File: src/rtl/fcbf_pkg.sv
// Shared types, sizes and request codes of the flow-controlled byte FIFO.
`default_nettype none
package fcbf_pkg;

    // Storage depth in bytes and the widths that follow from it.
    localparam int DEPTH  = 4096;
    localparam int PTR_W  = $clog2(DEPTH);
    localparam int CNT_W  = $clog2(DEPTH + 1);

    // Fixed field widths of the request and result.
    localparam int BYTE_W = 8;
    localparam int OFF_W  = 12;
    localparam int FLD_W  = 13;
    localparam int TOT_W  = 32;

    // Working width for comparing counts against the capacity register.
    localparam int WIDE_W = (CNT_W > FLD_W) ? CNT_W : FLD_W;

    localparam logic [FLD_W-1:0] CAP_RESET = FLD_W'(4096);

    typedef enum logic [1:0] {
        REQ_WRITE = 2'd0,
        REQ_POP   = 2'd1,
        REQ_PEEK  = 2'd2,
        REQ_END   = 2'd3
    } req_code_t;

    typedef struct packed {
        req_code_t          req_type;
        logic [BYTE_W-1:0]  data_byte;
        logic [OFF_W-1:0]   peek_offset;
    } req_t;

    typedef struct packed {
        logic               accepted;
        logic [BYTE_W-1:0]  data_out;
        logic [FLD_W-1:0]   fill_count;
        logic [FLD_W-1:0]   space_left;
        logic [TOT_W-1:0]   total_written;
        logic [TOT_W-1:0]   total_read;
        logic               input_done;
        logic               at_eof;
    } rsp_t;

    // One access to the byte store per request.
    typedef struct packed {
        logic               we;
        logic               re;
        logic [PTR_W-1:0]   addr;
        logic [BYTE_W-1:0]  wdata;
    } mem_cmd_t;

endpackage
`default_nettype wire

File: src/rtl/fcbf_ctrl.sv
// Pointer, count and total bookkeeping of the byte FIFO, with store addressing.
`default_nettype none
module fcbf_ctrl (
    input  wire logic                        clk,
    input  wire logic                        rst_n,
    input  wire logic                        take,
    input  wire fcbf_pkg::req_t              req,
    input  wire logic                        cfg_we,
    input  wire logic [fcbf_pkg::FLD_W-1:0]  cfg_wdata,
    output fcbf_pkg::mem_cmd_t               mem_cmd,
    output fcbf_pkg::rsp_t                   status,
    output logic                             rsp_valid,
    output logic                             rd_hit
);
    import fcbf_pkg::*;

    logic [PTR_W-1:0]  head_reg, head_next;
    logic [CNT_W-1:0]  count_reg, count_next;
    logic [TOT_W-1:0]  wr_tot_reg, wr_tot_next;
    logic [TOT_W-1:0]  rd_tot_reg, rd_tot_next;
    logic              ended_reg, ended_next;
    logic [FLD_W-1:0]  cap_reg;
    logic              rsp_valid_reg;
    logic              rd_hit_reg, rd_hit_next;
    logic              acc_reg, acc_next;
    logic [FLD_W-1:0]  fill_reg, space_reg;

    logic [WIDE_W-1:0] cap_w, depth_w, eff_cap, count_w, off_w, count_after_w;
    logic [PTR_W-1:0]  off_p;
    logic [PTR_W:0]    peek_sum, peek_addr, tail_sum, tail_addr, head_inc;
    logic [WIDE_W-1:0] space_w;

    // Effective capacity is the register clipped to the store depth.
    always_comb
    begin
        cap_w   = WIDE_W'(cap_reg);
        depth_w = WIDE_W'(DEPTH);
        eff_cap = (cap_w > depth_w) ? depth_w : cap_w;
        count_w = WIDE_W'(count_reg);
        off_w   = WIDE_W'(req.peek_offset);
        off_p   = off_w[PTR_W-1:0];
    end

    // Store addresses: head plus an offset, wrapped once at the depth.
    always_comb
    begin
        peek_sum  = {1'b0, head_reg} + {1'b0, off_p};
        peek_addr = (peek_sum >= (PTR_W+1)'(DEPTH)) ? peek_sum - (PTR_W+1)'(DEPTH) : peek_sum;
        tail_sum  = {1'b0, head_reg} + {1'b0, count_reg[PTR_W-1:0]};
        tail_addr = (tail_sum >= (PTR_W+1)'(DEPTH)) ? tail_sum - (PTR_W+1)'(DEPTH) : tail_sum;
        head_inc  = {1'b0, head_reg} + (PTR_W+1)'(1);
        if (head_inc >= (PTR_W+1)'(DEPTH))
        begin
            head_inc = '0;
        end
    end

    // Request decode: next state and the one store access it needs.
    always_comb
    begin
        head_next     = head_reg;
        count_next    = count_reg;
        wr_tot_next   = wr_tot_reg;
        rd_tot_next   = rd_tot_reg;
        ended_next    = ended_reg;
        acc_next      = 1'b0;
        rd_hit_next   = 1'b0;
        mem_cmd.we    = 1'b0;
        mem_cmd.re    = 1'b0;
        mem_cmd.addr  = tail_addr[PTR_W-1:0];
        mem_cmd.wdata = req.data_byte;
        if (take)
        begin
            case (req.req_type)
                REQ_WRITE:
                begin
                    if (count_w < eff_cap)
                    begin
                        mem_cmd.we  = 1'b1;
                        count_next  = count_reg + CNT_W'(1);
                        wr_tot_next = wr_tot_reg + TOT_W'(1);
                        acc_next    = 1'b1;
                    end
                end
                REQ_POP:
                begin
                    mem_cmd.addr = head_reg;
                    if (count_reg != '0)
                    begin
                        mem_cmd.re  = 1'b1;
                        head_next   = head_inc[PTR_W-1:0];
                        count_next  = count_reg - CNT_W'(1);
                        rd_tot_next = rd_tot_reg + TOT_W'(1);
                        acc_next    = 1'b1;
                        rd_hit_next = 1'b1;
                    end
                end
                REQ_PEEK:
                begin
                    mem_cmd.addr = peek_addr[PTR_W-1:0];
                    if (off_w < count_w)
                    begin
                        mem_cmd.re  = 1'b1;
                        acc_next    = 1'b1;
                        rd_hit_next = 1'b1;
                    end
                end
                REQ_END:
                begin
                    ended_next = 1'b1;
                end
                default:
                begin
                    ended_next = ended_reg;
                end
            endcase
        end
        count_after_w = WIDE_W'(count_next);
        space_w       = (count_after_w < eff_cap) ? eff_cap - count_after_w : '0;
    end

    // Control state and capacity register.
    always_ff @(posedge clk or negedge rst_n)
    begin
        if (!rst_n)
        begin
            head_reg      <= '0;
            count_reg     <= '0;
            wr_tot_reg    <= '0;
            rd_tot_reg    <= '0;
            ended_reg     <= 1'b0;
            cap_reg       <= CAP_RESET;
            rsp_valid_reg <= 1'b0;
            rd_hit_reg    <= 1'b0;
        end
        else
        begin
            head_reg      <= head_next;
            count_reg     <= count_next;
            wr_tot_reg    <= wr_tot_next;
            rd_tot_reg    <= rd_tot_next;
            ended_reg     <= ended_next;
            rsp_valid_reg <= take;
            rd_hit_reg    <= rd_hit_next;
            if (cfg_we)
            begin
                cap_reg <= cfg_wdata;
            end
        end
    end

    // Result payload captured with the request.
    always_ff @(posedge clk)
    begin
        if (take)
        begin
            acc_reg   <= acc_next;
            fill_reg  <= count_after_w[FLD_W-1:0];
            space_reg <= space_w[FLD_W-1:0];
        end
    end

    always_comb
    begin
        status.accepted      = acc_reg;
        status.data_out      = '0;
        status.fill_count    = fill_reg;
        status.space_left    = space_reg;
        status.total_written = wr_tot_reg;
        status.total_read    = rd_tot_reg;
        status.input_done    = ended_reg;
        status.at_eof        = ended_reg && (count_reg == '0);
    end

    assign rsp_valid = rsp_valid_reg;
    assign rd_hit    = rd_hit_reg;

    // The fill level never passes the store depth.
    a_fill_bound: assert property (@(posedge clk) disable iff (!rst_n)
        WIDE_W'(count_reg) <= WIDE_W'(DEPTH))
        else $error("fill level above store depth");

    // A store access is either a write or a read, never both.
    a_one_access: assert property (@(posedge clk) disable iff (!rst_n)
        !(mem_cmd.we && mem_cmd.re))
        else $error("write and read issued together");

    // A stored byte raises the fill level by one.
    a_write_count: assert property (@(posedge clk) disable iff (!rst_n)
        mem_cmd.we |=> count_reg == $past(count_reg) + CNT_W'(1))
        else $error("write did not advance the fill level");

    // Every request yields a result in the next cycle.
    a_result: assert property (@(posedge clk) disable iff (!rst_n)
        take |=> rsp_valid)
        else $error("request without a result");

    // A byte returned is always a request that was accepted.
    a_hit_acc: assert property (@(posedge clk) disable iff (!rst_n)
        rd_hit |-> (rsp_valid && acc_reg))
        else $error("read data without an accepted request");

endmodule
`default_nettype wire

File: config.mk
export PLATFORM = sky130hd
export DESIGN_NAME = fcbf_ctrl
export DESIGN_NICKNAME = d
export VERILOG_FILES = /design/src/rtl/fcbf_pkg.sv /design/src/rtl/fcbf_ctrl.sv
export SDC_FILE = /design/constraint.sdc
export NUM_CORES = 1
export LEC_CHECK = 0
export BUFFER_PORTS_ARGS = -buffer_cell sky130_fd_sc_hd__buf_2
export CORE_ASPECT_RATIO = 1.75
export CORE_MARGIN = 4
export CORE_UTILIZATION = 45
export CTS_BUF_LIST = sky130_fd_sc_hd__clkbuf_16
export DETAILED_ROUTE_END_ITERATION = 6
export MAX_ROUTING_LAYER = met4
export PLACE_DENSITY = 0.77
export SLEW_MARGIN = 30
export SYNTH_ARGS = -nofsm -noshare
export SYNTH_HDL_FRONTEND = slang
export SYNTH_SLANG_ARGS = --single-unit
File: constraint.sdc
create_clock -name clk -period 4.15 [get_ports clk]
set_clock_uncertainty 0.05 [all_clocks]
set_input_delay 0.415 -clock clk [delete_from_list [all_inputs] [get_ports clk]]
set_output_delay 0.415 -clock clk [all_outputs]
set_load 0.005 [all_outputs]
==> impl_results.md <==
* Layout overhead on the synthesized area at 25.3%
* Ratio of final minimum period to clock period at 0.979
* Final critical delay including setup and external delays at just over 4 ns
* Fraction of the mapped netlist area in simple logic gates at 0.181
* Full die area at ~22000 µm²
* Worst skew pair latency at about 0.43 ns
* Clock power share at 0.262
* Via-to-Cell Ratio at 5.89
* Die height at 195 µm
* Post-synthesis share of cell area spent on full adders, half adders and majority gates at 0.102
* Sequential cell area in the final layout at between 3000 and 4000 µm²
* Worst setup SP type: register
* Leakage power summed over all cells at approximately 0.0053 µW
* Worst hold slack at 0.157 ns
* FFs w/ async S/R, synth at 0.795
* Met2 usage at 0.447
* Switching share of power at 0.390
* Arrival time reported for the critical path endpoint at about 4.2 ns
* Syn_area_per_cell at 9.68 µm²
* H-tree depth at 4
* Top fanout value on the critical path at 9
* Unrepaired setup endpoints after global routing: true
* Die extent in x at roughly 110 µm
* Terminus of the critical flop-to-flop path: space_reg[12]$_SDFFCE_PP0P_
* Wire length of the first global-routing pass at 42900 µm
* Start point of the worst hold path: cfg_wdata[4]
* Library cell with the largest summed area after synthesis: sky130_fd_sc_hd__dfrtp_1
* Outcome: finished, final reports clean
* Setup Total Neg Slack at 0 ns
* Number of detailed-routing iterations run before antenna repair at 5
* Core area at ~20000 µm²
* Clk root buf: sky130_fd_sc_hd__clkbuf_16
* Worst flop-to-flop path startpoint: cap_reg[12]$_DFFE_PN1P_
* Number of warnings issued by yosys at 0
* Detailed router's first-iteration violation count at 528
* Max-Cap Viols at 0
* Setup Viol. Count Final at 0
* CTS buffer count at 17
* Estimated wirelength of the detail-placed design at roughly 21000 µm
* Total power density per cell area at 548 nW/µm²
* CP endpoint kind: register
* Vias in the first global route at 8227
* Xor and xnor fraction of the mapped netlist area at 0.0869
* Share of power burned in combinational logic at 0.454
* Share of the synthesized area in compound gates (AO/OA/AOI/OAI) at 0.174
* Global Route met3 Usage at 0.0333
* Share of Yosys cell area claimed by the top area cell type at 0.290
* RePlAce Congestion at 0.984
* Most frequent cell after synthesis: sky130_fd_sc_hd__dfrtp_1
* Most used standard cells in the synthesized netlist: sky130_fd_sc_hd__dfrtp_1, sky130_fd_sc_hd__ha_1, sky130_fd_sc_hd__nand2_1
* Diode insertion count for antenna repair at 0
* Number of clock sinks at between 100 and 150
* I/O pin count at roughly 160
* Number of slew-limit violations in the final report at 0
* Cell Area, Synth at ~9000 µm²
* IO buf count at approximately 140
* Multi-input gate area at 5410 µm²
* Clock edge transition at the registers on the reported setup and hold paths at 0.06 ns
* Critical path type: register to register
* CTS tree: built
* Total wire length after detailed routing at roughly 27000 µm
* Top area cells in the synthesized netlist: sky130_fd_sc_hd__dfrtp_1, sky130_fd_sc_hd__ha_1, sky130_fd_sc_hd__edfxtp_1, sky130_fd_sc_hd__xnor2_1, sky130_fd_sc_hd__xor2_1
* Count of flip-flops with a built-in enable after synthesis at 27
* Layout Utilization at 0.572
* Cells after Synth at between 900 and 1000
* Minimum setup slack among reg-to-reg paths at ~0.086 ns
* Worst hold endpoint: cap_reg[4]$_DFFE_PN0P_
* Combinational family with the most area after synthesis: simple AND/OR/NAND/NOR gates
* Int Power at 3760 µW
* Most instantiated flip-flop cell in the synthesis netlist: sky130_fd_sc_hd__dfrtp_1
* Sw power at approximately 2400 µW
* Count of state elements after synthesis at 132
* Dpl cell area at a little over 10000 µm²
* Post-synthesis cell type count at 87
* Final antenna-violating net count at 0
* Fillers at approximately 1700
* Cells on worst reg2reg path at 19
* Post-layout power at between 6000 and 7000 µW
* Net count of the finished layout at 1225
* Number of hold violations in the final report at 0
* Final Instance Area at 11200 µm²
* Largest net degree at the start of global routing at 56
* GRT Max-Usage Layer: met2
* Worst vdd rail ir drop at about 0.0003 V
* Effective utilization at floorplan at 0.456
* Maximum count of clock buffers along a single path at 2
* Met1 Resource Use GR at 0.255
* Total Routing Usage GR at 0.249
* Required @ worst endpoint at around 4.3 ns
* Placement row count at ~70
* Number of antenna violations at the first check in global routing at 0
* Hold Path Depth at 2
* Slew of the pin with the lowest slew margin at 0.815 ns
* Fraction of layout instances using a drive strength above 1 at 0.286
* Part of the Yosys area used for sequential elements at 0.384
* Slew headroom at 0.456
* Maximum frequency from static timing analysis at roughly 250 MHz
* Multiplexer fraction of the synthesized cell area at 0.0222
* Count of unresolved DRC violations after routing at 0
* Vias after detailed routing at 8084
* Per-cell routed wire length at around 20 µm
* Kind of path behind the tightest hold check: primary input to register
* Part of the total power dissipated in sequential elements at 0.284
* Total congestion overflow at 0
## cell usage in the layout (no fill, tap or decap), types with 9 or more instances in the layout
master	count
sky130_fd_sc_hd__nor3_1	19
sky130_fd_sc_hd__dfrtp_1	104
sky130_fd_sc_hd__buf_4	69
sky130_fd_sc_hd__nor4_1	19
sky130_fd_sc_hd__a21oi_1	34
sky130_fd_sc_hd__o21ai_0	40
sky130_fd_sc_hd__a211oi_1	19
sky130_fd_sc_hd__buf_2	139
sky130_fd_sc_hd__nand4_1	27
sky130_fd_sc_hd__inv_1	47
sky130_fd_sc_hd__nand3_1	47
sky130_fd_sc_hd__and3_1	17
sky130_fd_sc_hd__a221oi_1	9
sky130_fd_sc_hd__xor2_1	39
sky130_fd_sc_hd__mux2_2	15
sky130_fd_sc_hd__nand2_1	65
sky130_fd_sc_hd__nor2_1	34
sky130_fd_sc_hd__edfxtp_1	27
sky130_fd_sc_hd__clkbuf_16	18
sky130_fd_sc_hd__xnor2_1	50
sky130_fd_sc_hd__a21o_1	17
sky130_fd_sc_hd__ha_1	62
## metrics by stage
| step | instances | setup slack [ns] |
|---|---|---|
| floorplan | 933 | 0.00381 |
| global placement | 1330 | 0.0344 |
| detailed placement | 1330 | -0.0908 |
| CTS | 1364 | -0.0109 |
| global route | 1373 | -0.114 |
| finish | 1373 | 0.0862 |
## power by group through the flow
stage / Combinational [µW] / Clock (µW) / Sequential [µW]
5_1_grt: 3050 / 1690 / 1770
2_1_floorplan: 1580 / 0 / 1750
3_3_place_gp: 2510 / 0 / 1760
4_1_cts: 2610 / 1640 / 1740
3_5_place_dp: 2560 / 0 / 1760
6_report: 2790 / 1610 / 1750
## kinds of logic after synthesis
| logic type | after synthesis |
|---|---|
| AO/OA/AOI/OAI | 221 |
| other | 1 |
| flip-flops | 132 |
| XOR/XNOR | 89 |
| adder cells (fa/ha/maj) | 71 |
| AND/OR/NAND/NOR | 295 |
| multiplexers | 18 |
| buffers and inverters | 99 |
## timing repair
| action | CTS | global route |
|---|---|---|
| pin swaps | 5 | 21 |
| gates cloned | 0 | 2 |
| hold buffers | 1 | 0 |
| setup buffers | 1 | 7 |
| resized for setup | 13 | 36 |
| hold endpoints to repair | 5 | 0 |
| endpoints found under the setup margin | 12 | 13 |
## how the worst max path moves through the flow
stage	slack, ns	endpoint	from
detailed placement	-0.09	space_reg[12]$_SDFFCE_PP0P_	cap_reg[12]$_DFFE_PN1P_
CTS	-0.01	space_reg[12]$_SDFFCE_PP0P_	cap_reg[12]$_DFFE_PN1P_
global route	-0.11	space_reg[12]$_SDFFCE_PP0P_	cap_reg[12]$_DFFE_PN1P_
global placement	0.03	space_reg[12]$_SDFFCE_PP0P_	cap_reg[12]$_DFFE_PN1P_
finish	0.09	space_reg[12]$_SDFFCE_PP0P_	cap_reg[12]$_DFFE_PN1P_
floorplan	0.004	space_reg[12]$_SDFFCE_PP0P_	cap_reg[12]$_DFFE_PN1P_
## layout make-up
cell class                 instances  share of cell area
clock buffer                      18              0.0401
clock inverter                    14              0.0153
inverter                          49              0.0166
multi-input combinational        702               0.482
sequential                       132               0.306
tap                              245              0.0273
timing repair buffer             213               0.113
## worst max-delay path: stages, from the launching register on
cell and delay, ns:
sky130_fd_sc_hd__dfstp_2 0.56, sky130_fd_sc_hd__inv_4 0.06, sky130_fd_sc_hd__buf_4 0.15, sky130_fd_sc_hd__nand2_1 0.11, sky130_fd_sc_hd__ha_4 0.15, sky130_fd_sc_hd__nand4_1 0.14
sky130_fd_sc_hd__nor3_2 0.20, sky130_fd_sc_hd__o31ai_4 0.14, sky130_fd_sc_hd__and3_4 0.24, sky130_fd_sc_hd__o21ai_4 0.19, sky130_fd_sc_hd__o2bb2ai_2 0.14, sky130_fd_sc_hd__ha_2 0.20
sky130_fd_sc_hd__inv_1 0.05, sky130_fd_sc_hd__fa_2 0.35, sky130_fd_sc_hd__a21o_1 0.18, sky130_fd_sc_hd__a21oi_2 0.18, sky130_fd_sc_hd__o221ai_2 0.15, sky130_fd_sc_hd__a221oi_2 0.28
sky130_fd_sc_hd__xor2_1 0.20, sky130_fd_sc_hd__a211oi_1 0.07
## per-layer routing
layer,share of wire,wire (µm)
met3,0.042,1120
met5,0,0
met4,0.053,1420
met2,0.55,14800
met1,0.36,9650
Note: power is estimated with default switching activity, not from simulation.
